$ cat src/design/euler_to_rigid_transform_assert.svh
// Assertion macros for the euler_to_rigid_transform block.
// Each use expands to one labeled concurrent assertion on clk_i, quiet during reset.
`ifndef EULER_TO_RIGID_TRANSFORM_ASSERT_SVH
`define EULER_TO_RIGID_TRANSFORM_ASSERT_SVH

// Plain property check, disabled while rst_ni is low.
`define ETR_ASSERT(lbl, prop, msg) \
  lbl: assert property (@(posedge clk_i) disable iff (!rst_ni) (prop)) else $error(msg);

// Implication whose consequent is checked in the cycle after the antecedent.
`define ETR_ASSERT_NEXT(lbl, ante, cons, msg) \
  lbl: assert property (@(posedge clk_i) disable iff (!rst_ni) (ante) |=> (cons)) \
    else $error(msg);

`endif

$ cat src/design/etr_pkg.sv
// ----------------------------------------------------------------------------
// etr_pkg
// Widths, constants and pipeline types shared by the Euler transform block.
// ----------------------------------------------------------------------------
`default_nettype none

package etr_pkg;

  localparam int unsigned MaxStages = 24;
  localparam int unsigned XW = 33;   // CORDIC x/y, Q1.30 plus headroom
  localparam int unsigned ZW = 26;   // CORDIC residual angle, 2^-16 degree
  localparam int unsigned SW = 22;   // sine/cosine, Q20
  localparam int unsigned PW = 44;   // product of two Q20 values
  localparam int unsigned LW = 21;   // low split of a pair product
  localparam int unsigned HW = PW - LW;
  localparam int unsigned VW = 64;   // matrix sum at 60 fractional bits

  localparam int HalfTurn    = 23040;
  localparam int FullTurn    = 46080;
  localparam int QuarterTurn = 11520;
  localparam int CordicGain  = 652032874;
  localparam int OneQ20      = 1048576;
  localparam int OneQ14      = 16384;

  typedef struct packed {
    logic signed [XW-1:0] x;
    logic signed [XW-1:0] y;
    logic signed [ZW-1:0] z;
    logic                 neg;
  } lane_t;

  typedef struct packed {
    logic              vld;
    lane_t [2:0]       ln;   // 0 roll, 1 pitch, 2 yaw
    logic signed [31:0] sx;
    logic signed [31:0] sy;
    logic signed [31:0] sz;
  } cpipe_t;

  function automatic logic signed [ZW-1:0] atan_f(input int unsigned i);
    logic signed [ZW-1:0] r;
    unique case (i)
      0:  r = ZW'(2949120);
      1:  r = ZW'(1740967);
      2:  r = ZW'(919879);
      3:  r = ZW'(466945);
      4:  r = ZW'(234379);
      5:  r = ZW'(117304);
      6:  r = ZW'(58666);
      7:  r = ZW'(29335);
      8:  r = ZW'(14668);
      9:  r = ZW'(7334);
      10: r = ZW'(3667);
      11: r = ZW'(1833);
      12: r = ZW'(917);
      13: r = ZW'(458);
      14: r = ZW'(229);
      15: r = ZW'(115);
      16: r = ZW'(57);
      17: r = ZW'(29);
      18: r = ZW'(14);
      19: r = ZW'(7);
      20: r = ZW'(4);
      21: r = ZW'(2);
      22: r = ZW'(1);
      default: r = '0;
    endcase
    return r;
  endfunction

endpackage

`default_nettype wire

$ cat src/design/etr_cordic_cell.sv
// ----------------------------------------------------------------------------
// etr_cordic_cell
// One rotation-mode CORDIC iteration for all three angle lanes.
// ----------------------------------------------------------------------------
`default_nettype none

module etr_cordic_cell #(
  parameter int unsigned STAGE = 0
) (
  input  wire logic            clk_i,
  input  wire logic            rst_ni,
  input  wire logic            adv_i,
  input  wire etr_pkg::cpipe_t d_i,
  output etr_pkg::cpipe_t      q_o
);
  import etr_pkg::*;

  localparam logic signed [ZW-1:0] Atan = atan_f(STAGE);

  logic   vld_q;
  cpipe_t pay_d, pay_q;

  always_comb begin
    pay_d = d_i;
    for (int l = 0; l < 3; l++) begin
      if (!d_i.ln[l].z[ZW-1]) begin
        pay_d.ln[l].x = d_i.ln[l].x - (d_i.ln[l].y >>> STAGE);
        pay_d.ln[l].y = d_i.ln[l].y + (d_i.ln[l].x >>> STAGE);
        pay_d.ln[l].z = d_i.ln[l].z - Atan;
      end else begin
        pay_d.ln[l].x = d_i.ln[l].x + (d_i.ln[l].y >>> STAGE);
        pay_d.ln[l].y = d_i.ln[l].y - (d_i.ln[l].x >>> STAGE);
        pay_d.ln[l].z = d_i.ln[l].z + Atan;
      end
    end
  end

  always_ff @(posedge clk_i or negedge rst_ni) begin
    if (!rst_ni) begin
      vld_q <= 1'b0;
    end else if (adv_i) begin
      vld_q <= d_i.vld;
    end
  end

  always_ff @(posedge clk_i) begin
    if (adv_i) begin
      pay_q <= pay_d;
    end
  end

  always_comb begin
    q_o     = pay_q;
    q_o.vld = vld_q;
  end

endmodule

`default_nettype wire

$ cat config.mk
export PLATFORM = sky130hd
export DESIGN_NAME = etr_cordic_cell
export DESIGN_NICKNAME = d
export VERILOG_FILES = /design/src/design/euler_to_rigid_transform_assert.svh /design/src/design/etr_pkg.sv /design/src/design/etr_cordic_cell.sv
export SDC_FILE = /design/constraint.sdc
export NUM_CORES = 1
export LEC_CHECK = 0
export BUFFER_PORTS_ARGS = -buffer_cell sky130_fd_sc_hd__clkbuf_2
export CORE_AREA = 2 2 293 295
export DETAILED_ROUTE_END_ITERATION = 10
export DIE_AREA = 0 0 295 297
export GPL_TIMING_DRIVEN = 0
export SETUP_SLACK_MARGIN = 0.4
export SLEW_MARGIN = 20
export SYNTH_ARGS = -nofsm -noshare
export SYNTH_HDL_FRONTEND = slang
export SYNTH_SLANG_ARGS = --single-unit
export TNS_END_PERCENT = 50
$ cat constraint.sdc
create_clock -name clk_i -period 0.9 [get_ports clk_i]
set_clock_uncertainty 0.1 [all_clocks]
set_input_delay 0.09 -clock clk_i [delete_from_list [all_inputs] [get_ports clk_i]]
set_output_delay 0.09 -clock clk_i [all_outputs]
set_load 0.05 [all_outputs]
Yosys cells after proc, flatten, opt, wreduce, memory -nomap -nowiden
Index checks and enable logic that the tools add are counted.

cells by class
  add/subtract/negate cells = 15
  mux-type cells = 3

operators by type and width
  operator                number
  $mux 92                 3
  $sub 33x33->33          6
  $add 33x33->33          3
  $add 26x23->26 const B  3
  $sub 26x23->26 const B  3

word-level totals
  output and inout port bits = 376
  logic and storage cells = 34
  register bits after elaboration = 376

Logic depth before layout (Yosys ltp)
Gate-level depths: netlist of run 1.

  word-level depth = 2
  gate-level depth with buffers = 14
  depth with buffers taken out = 12

Worst setup path after synthesis of run 1
No wires, ideal clock.

  path kind = in2reg
  start point = in d_i[122] (netlist bit)
  end point = reg pay_q, in the netlist q_o[122] (data pin)
  required time = 0.654 ns
  cell stages on the path = 14
  path slack = -1.868 ns
  buffers on the path = 3
  setup time = 0.146 ns
  data arrival time = 2.522 ns
  path through = clkbuf_1 inv_1 clkbuf_1 clkbuf_1 ha_1 a21o_1 a21oi_1 o21bai_1 a21oi_1 nor2b_1 o21a_1 o21ai_0 nand2b_1 a21oi_1

RTL lines
  item                  line                   source
  from (decl)           etr_cordic_cell.sv:13  input wire etr_pkg::cpipe_t d_i,
  to (signal assigned)  etr_cordic_cell.sv:48  pay_q <= pay_d;
  to (decl)             etr_cordic_cell.sv:21  cpipe_t pay_d, pay_q;

==> results of run 1 <==
==> sequential cells by signal (all words and copies together) (netlist names) <==
name,count
q_o,372
vld_q,1
==> metrics by stage <==
step	hold slack, ps	setup slack, ps	std cells	util (%)	power (uW)
after CTS	-454	-1610	5368	54.7	78900
final	-398	-1630	5478	58.5	83000
after global routing	-414	-1670	5470	58.5	85700
after detailed placement	-216	-2790	4934	42.8	51300
after global placement	-215	-7180	4930	42.6	51500
after floorplan	-306	-1720	3032	-	42500
==> layout make-up <==
cell class	count	area (um^2)	share of cell area (%)
clock buffer	55	1210	2.44
clock inverter	32	400	0.810
timing repair buffer	1198	12000	24.3
buffer	132	1160	2.35
inverter	317	1430	2.89
tap	1144	1430	2.90
sequential	373	11200	22.7
antenna	17	42.5	0.0861
multi-input combinational	2210	20600	41.6
==> Yosys cell counts (24+ instances only) <==
cell	n
xor2_1	32
a31oi_1	25
inv_1	309
nand4_1	34
ha_1	312
a21o_1	63
o21ai_0	165
mux2i_1	45
edfxtp_1	372
o31ai_1	24
a21oi_1	344
nor4_1	26
clkbuf_1	77
nand2b_1	27
nor2b_1	46
nor3_1	52
o21a_1	27
nand3_1	34
a211oi_1	27
o21bai_1	77
o211ai_1	27
buf_2	24
nand2_1	135
nor2_1	242
xnor2_1	176
==> placed cells by master, fill, tap and decap left out, drive strengths merged, types with 27 or more instances in the layout <==
master       Yosys  final
a211oi          30     30
a21o            63     63
a21oi          344    344
buf             55    594
clkbuf          77    637
dlygate4sd3      0    152
edfxtp         372    372
ha             312    312
inv            311    313
mux2i           45     45
nand2          136    136
nand2b          27     27
nand3           34     34
nand4           34     34
nor2           242    242
nor2b           46     46
nor3            53     53
o211ai          28     28
o21a            27     27
o21ai          182    182
o21bai          77     77
xnor2          176    176
xor2            32     32
==> metal layers <==
layer | track usage, % | up-vias | wire length (um)
met3 | 6.56 | 346 | 11200
li1 | - | 13400 | -
met2 | 48.3 | 1531 | 64400
met4 | 14.2 | 22 | 8310
met1 | 33.5 | 14500 | 51300
met5 | 0 | - | 145
==> path summary, 6_finish.rpt <==
check | from | endpoint | slack, ps | depth (start not counted)
max in group asynchronous | rst_ni | vld_q$_DFFE_PN0P_ | 370 | 3
worst max-delay path | d_i[311] | q_o[338]$_DFFE_PP_ | -1630 | 16
worst max register to register | vld_q$_DFFE_PN0P_ | vld_q$_DFFE_PN0P_ | 20 | 1
min in group asynchronous | rst_ni | vld_q$_DFFE_PN0P_ | 220 | 3
worst min-delay path | d_i[375] | vld_q$_DFFE_PN0P_ | -400 | 2
worst min register to register | vld_q$_DFFE_PN0P_ | vld_q$_DFFE_PN0P_ | 460 | 1
==> timing repair <==
action / in CTS / in global routing
pin swaps: 313 / 263
endpoints found under the hold margin: 251 / 106
setup buffers: 195 / 90
resized for setup: 1124 / 876
endpoints found under the setup margin: 925 / 934
gates cloned: 0 / 3
==> logic make-up (layout without fill, tap and decap cells) <==
logic type / count (synthesis) / in the layout / share of synthesized area [%]
AO/OA/AOI/OAI: 959 / 959 / 21.4
AND/OR/NAND/NOR: 673 / 673 / 11.2
buffers and inverters: 449 / 1734 / 6.10
flip-flops: 373 / 373 / 38.9
adder cells (fa/ha/maj): 324 / 324 / 14.4
XOR/XNOR: 208 / 208 / 6.34
multiplexers: 46 / 46 / 1.61
other: 0 / 17 / 0
==> report_power, final <==
part / total (uW) / internal (uW) / switching [uW]
clock network: 20100 / 11500 / 8560
logic: 39200 / 16000 / 23300
registers: 23700 / 22200 / 1440
total: 83000 / 49700 / 33300
==> results.txt, run 1 <==
Run status = complete, but fails checks
Failing checks = negative hold slack, negative setup slack
Arrival time at the worst endpoint = 2780 ps
Count of buffer and inverter cells on the critical path = 7
Max_slew headroom = 27.4%
Syn Inst Count = 3032
Worst skew pair latency = 630 ps
Netlist Area Pre-Place = 28800 um^2
Yosys top cell area share = 38.8%
Total of endpoints with negative setup slack in the final report = 660
Worst endpoint required time = 1150 ps
Final max-slew violation count = 0
Share of synthesized area occupied by flip-flops and latches = 38.9%
Power Density = 1680 nW/um^2
Placeable Area = 84500 um^2
Hold-fix buffers at CTS = 152
Cell repeated most along the worst path = buf_6
Most common flop cell mapped by yosys = edfxtp_1
Worst setup slack after layout = -1630 ps
Fmax achieved = 395 MHz
Number of synthesized flops with an enable pin = 372
Cells along the critical path = clkbuf_16 > inv_12 > ha_4 > buf_8 > buf_6 > buf_6 > a221oi_4 > o31a_1 > o2111ai_4 > a211oi_4 > buf_6 > buf_6 > a221oi_4 > o211ai_1 > o2bb2ai_2 > xnor2_2
Average wire length per cell after detail routing = 24.7 um
Maximum number of pins on one net before global-route repair = 92
Worst setup path class = in -> reg
GRT Resource Usage Total = 28.5%
Inserted Clock Buffers = 47
DRC violation total after the first TritonRoute iteration = 2290
Unrepaired setup endpoints after global routing = true
Net count after synthesis = 3735
Vias after detailed routing = 29800
CTS Root Buffer Type = clkbuf_16
FF+latch count, synth = 373
P&R area growth vs syn = 71.9%
Sum of overflow across all layers after global routing = 0
Maximum resistive drop on vdd = 1.74 mV
Crit end category = register
Die span in x = 295 um
Buffer depth of the longest clock path = 3
Global-route wire length before repair = 187000 um
Final cell area excluding filler cells = 49400 um^2
TNS Setup = -405850 ps
Maximum fanout along the worst path = 3
Layout net count = 4982
Cell with the largest stage delay on the worst path = o211ai_1
Post-synthesis area per instance = 9.48 um^2
Antenna violations before repair = 29
Slowest stage delay, CP = 330 ps
Post-route fraction of the period consumed by the critical path = 281%
Length of the first detailed-routing pass in iterations = 7
Pin slew with the least headroom to its limit = 1090 ps
Clock period minus worst slack = 2530 ps
TritonCTS clock tree = yes
Hold Crit Class = in -> reg
# DRC = 0
Via-to-Cell Ratio = 5.45
Leakage = 0.0210 uW
Ys async rst share = 0.268%
Die extent in y = 297 um
Number of core rows = 107
Count of warnings emitted by yosys = 0
Synth cell types = 94
Initial Util = 34.0%
Worst Hold Slack = -398 ps
Final Routed Wirelength = 135000 um
Largest area contributor in the netlist = edfxtp_1
Detail Route Antenna Nets = 0
Number of maximum-capacitance constraint violations = 0
Final hold violation count = 81
Number of placed I/O pins = 755
Number of I/O port buffers = 754
Die Outline Area = 87600 um^2
Area of placed instances = 36100 um^2
Largest cells by area after synthesis = edfxtp_1, ha_1, a21oi_1
Type of origin of the critical path = input port
Routability cong. = 0.989
Clock-pin slew on the worst setup and hold paths = 70 ps
Fraction of final layout cells with drive strength greater than 1 = 45.3%
Post-DP HPWL = 98500 um
Kind of cell adding the most delay to the critical path = compound AO/OA/AOI/OAI gates
Filler Cell Count = 6843
Total number of clock tree sinks = 373
Number of global-route vias before repair = 28800
CTS H-Tree Depth = 2
(Power assumes the default switching activity.)
==> run 2, diff against run 1 <==
--- a/config.mk
+++ b/config.mk
@@ -6,10 +6,12 @@
 export NUM_CORES = 1
 export LEC_CHECK = 0
 export BUFFER_PORTS_ARGS = -buffer_cell sky130_fd_sc_hd__clkbuf_2
-export CORE_AREA = 2 2 293 295
+export CORE_ASPECT_RATIO = 0.75
+export CORE_MARGIN = 1
+export CORE_UTILIZATION = 30
 export DETAILED_ROUTE_END_ITERATION = 10
-export DIE_AREA = 0 0 295 297
 export GPL_TIMING_DRIVEN = 0
+export MAX_ROUTING_LAYER = met4
 export SETUP_SLACK_MARGIN = 0.4
 export SLEW_MARGIN = 20
 export SYNTH_ARGS = -nofsm -noshare
==> results.txt, run 2 (synthesis gave the netlist of run 1 again) <==
Run status = complete, but fails checks
Failing checks = negative hold slack, negative setup slack
Worst setup path end = q_o[371]$_DFFE_PP_
End-of-flow core utilization = 51.3%
Sum of overflow across all layers after global routing = 0
Average wire length per cell after detail routing = 22.2 um
Crit end category = register
Worst endpoint required time = 1140 ps
Fraction of final layout cells with drive strength greater than 1 = 45.1%
R2R Setup Slk = 20 ps
Arrival time at the worst endpoint = 2760 ps
Final Non-Filler Cells = 5553
Clock-pin slew on the worst setup and hold paths = 70 ps
Most frequent cells in the layout = clkbuf_2, edfxtp_1, clkbuf_8
Worst Hold Slack = -362 ps
Routability cong. = 0.986
Number of I/O port buffers = 754
Depth of the worst register-to-register path = 1
Post-route fraction of the period consumed by the critical path = 279%
Pin slew with the least headroom to its limit = 1050 ps
Via-to-Cell Ratio = 5.23
GRT Resource Usage Total = 24.6%
Number of cells on the critical path = 14
CTS Root Buffer Type = clkbuf_16
Cell repeated most along the worst path = a221oi_4
Die extent in y = 270 um
Leakage = 0.0205 uW
Number of core rows = 97
Initial Util = 30.5%
Buffer depth of the longest clock path = 3
Post-DP HPWL = 92100 um
Kind of cell adding the most delay to the critical path = compound AO/OA/AOI/OAI gates
Number of placed I/O pins = 755
Clock period minus worst slack = 2520 ps
Count of buffer and inverter cells on the critical path = 5
Maximum number of pins on one net before global-route repair = 97
Area of placed instances = 36200 um^2
Number of flip-flops in the largest register = 372
Filler Cell Count = 8333
Power Density = 1630 nW/um^2
Reg-to-reg endpoint = vld_q$_DFFE_PN0P_
Worst setup path class = in -> reg
Most common cell after layout, fill and taps aside = clkbuf_2
Final cell area excluding filler cells = 48300 um^2
P&R area growth vs syn = 68.0%
Final hold violation count = 69
Antenna violations before repair = 21
Number of global-route vias before repair = 28500
Final max-slew violation count = 0
Total of endpoints with negative setup slack in the final report = 765
Max_slew headroom = 30.2%
Worst reg2reg path startpoint = vld_q$_DFFE_PN0P_
Placeable Area = 94200 um^2
Die span in x = 359 um
Overall power of the completed layout = 78600 uW
Inserted Clock Buffers = 43
Number of maximum-capacitance constraint violations = 0
Unrepaired setup endpoints after global routing = true
Vias after detailed routing = 29100
Post-placement cell count = 5027
Worst setup slack after layout = -1620 ps
# DRC = 0
CTS H-Tree Depth = 2
Final Routed Wirelength = 123000 um
Worst skew pair latency = 580 ps
Slowest stage delay, CP = 410 ps
Fmax achieved = 398 MHz
Start point of the critical path = d_i[311]
Length of the first detailed-routing pass in iterations = 7
Type of origin of the critical path = input port
Cell with the largest stage delay on the worst path = a211oi_4
TritonCTS clock tree = yes
Hold-fix buffers at CTS = 147
Detail Route Antenna Nets = 0
Layout net count = 4964
Global-route wire length before repair = 179000 um
Total number of clock tree sinks = 373
Maximum resistive drop on vdd = 1.48 mV
Die Outline Area = 97100 um^2
DRC violation total after the first TritonRoute iteration = 2595
Hold Crit Class = in -> reg
Cells along the critical path = clkbuf_16 > inv_12 > ha_4 > buf_8 > buf_12 > a221oi_4 > o31a_1 > o2111ai_4 > a211oi_4 > buf_6 > a221oi_4 > o211ai_1 > o2bb2ai_1 > xnor2_1
Maximum fanout along the worst path = 5
run 2: cell count changes in the layout (fill, tap and decap cells not counted), moves of 7 or more:
| cell | delta |
|---|---|
| buf_8 | -155 |
| clkbuf_8 | +150 |
| buf_6 | -91 |
| clkbuf_2 | +81 |
| xnor2_1 | +14 |
| ha_1 | -10 |
| a21oi_4 | +9 |
| ha_2 | +8 |
| xnor2_2 | -8 |
| buf_4 | +7 |
| o21ai_2 | +7 |
| o21ai_4 | -7 |
run 2: cell type report:
cell class / instances / area (um^2) / share of cell area, %
clock buffer: 53 / 1110 / 2.30
tap: 1237 / 1550 / 3.20
multi-input combinational: 2210 / 20500 / 42.3
antenna: 21 / 52.6 / 0.109
timing repair buffer: 1184 / 11100 / 22.9
buffer: 132 / 1150 / 2.39
clock inverter: 26 / 285 / 0.590
sequential: 373 / 11200 / 23.2
inverter: 317 / 1450 / 2.99
run 2: through the flow:
stage	hold slack, ps	setup TNS (ps)	worst slack [ps]
after detailed placement	-234	-590600	-2740
after global routing	-377	-467230	-1600
after global placement	-234	-2866700	-7240
final	-362	-436260	-1620
after floorplan	-306	-229100	-1720
after CTS	-394	-422230	-1540
run 2: routing by layer:
| metal | wire length (um) | up-vias | track usage [%] | part of all wire, % |
|---|---|---|---|---|
| met5 | 0 | - | - | 0 |
| met4 | 3590 | 0 | 6.65 | 2.9 |
| met3 | 10000 | 207 | 5.03 | 8.1 |
| met2 | 57500 | 1335 | 39.1 | 47 |
| met1 | 51900 | 14100 | 31.6 | 42 |
| li1 | - | 13400 | - | - |
run 2: timing repair:
action | 4_1_cts | 5_1_grt
hold endpoints to repair | 221 | 71
setup buffers | 196 | 83
pin swaps | 322 | 244
endpoints found under the setup margin | 945 | 950
resized for setup | 1160 | 339
run 2: how the worst min path moves through the flow:
stage	from	end	slack [ps]	depth (start not counted)
6_report	d_i[375]	vld_q$_DFFE_PN0P_	-360	2
2_1_floorplan	rst_ni	vld_q$_DFFE_PN0P_	-310	0
3_5_place_dp	rst_ni	vld_q$_DFFE_PN0P_	-230	1
4_1_cts	d_i[375]	vld_q$_DFFE_PN0P_	-390	2
5_1_grt	d_i[299]	q_o[299]$_DFFE_PP_	-380	2
3_3_place_gp	rst_ni	vld_q$_DFFE_PN0P_	-230	1
run 2: report_power, final:
part	total, uW	internal (uW)	switching, uW
Clock	18000	9890	8150
Sequential	23200	22200	963
Combinational	37400	14700	22600
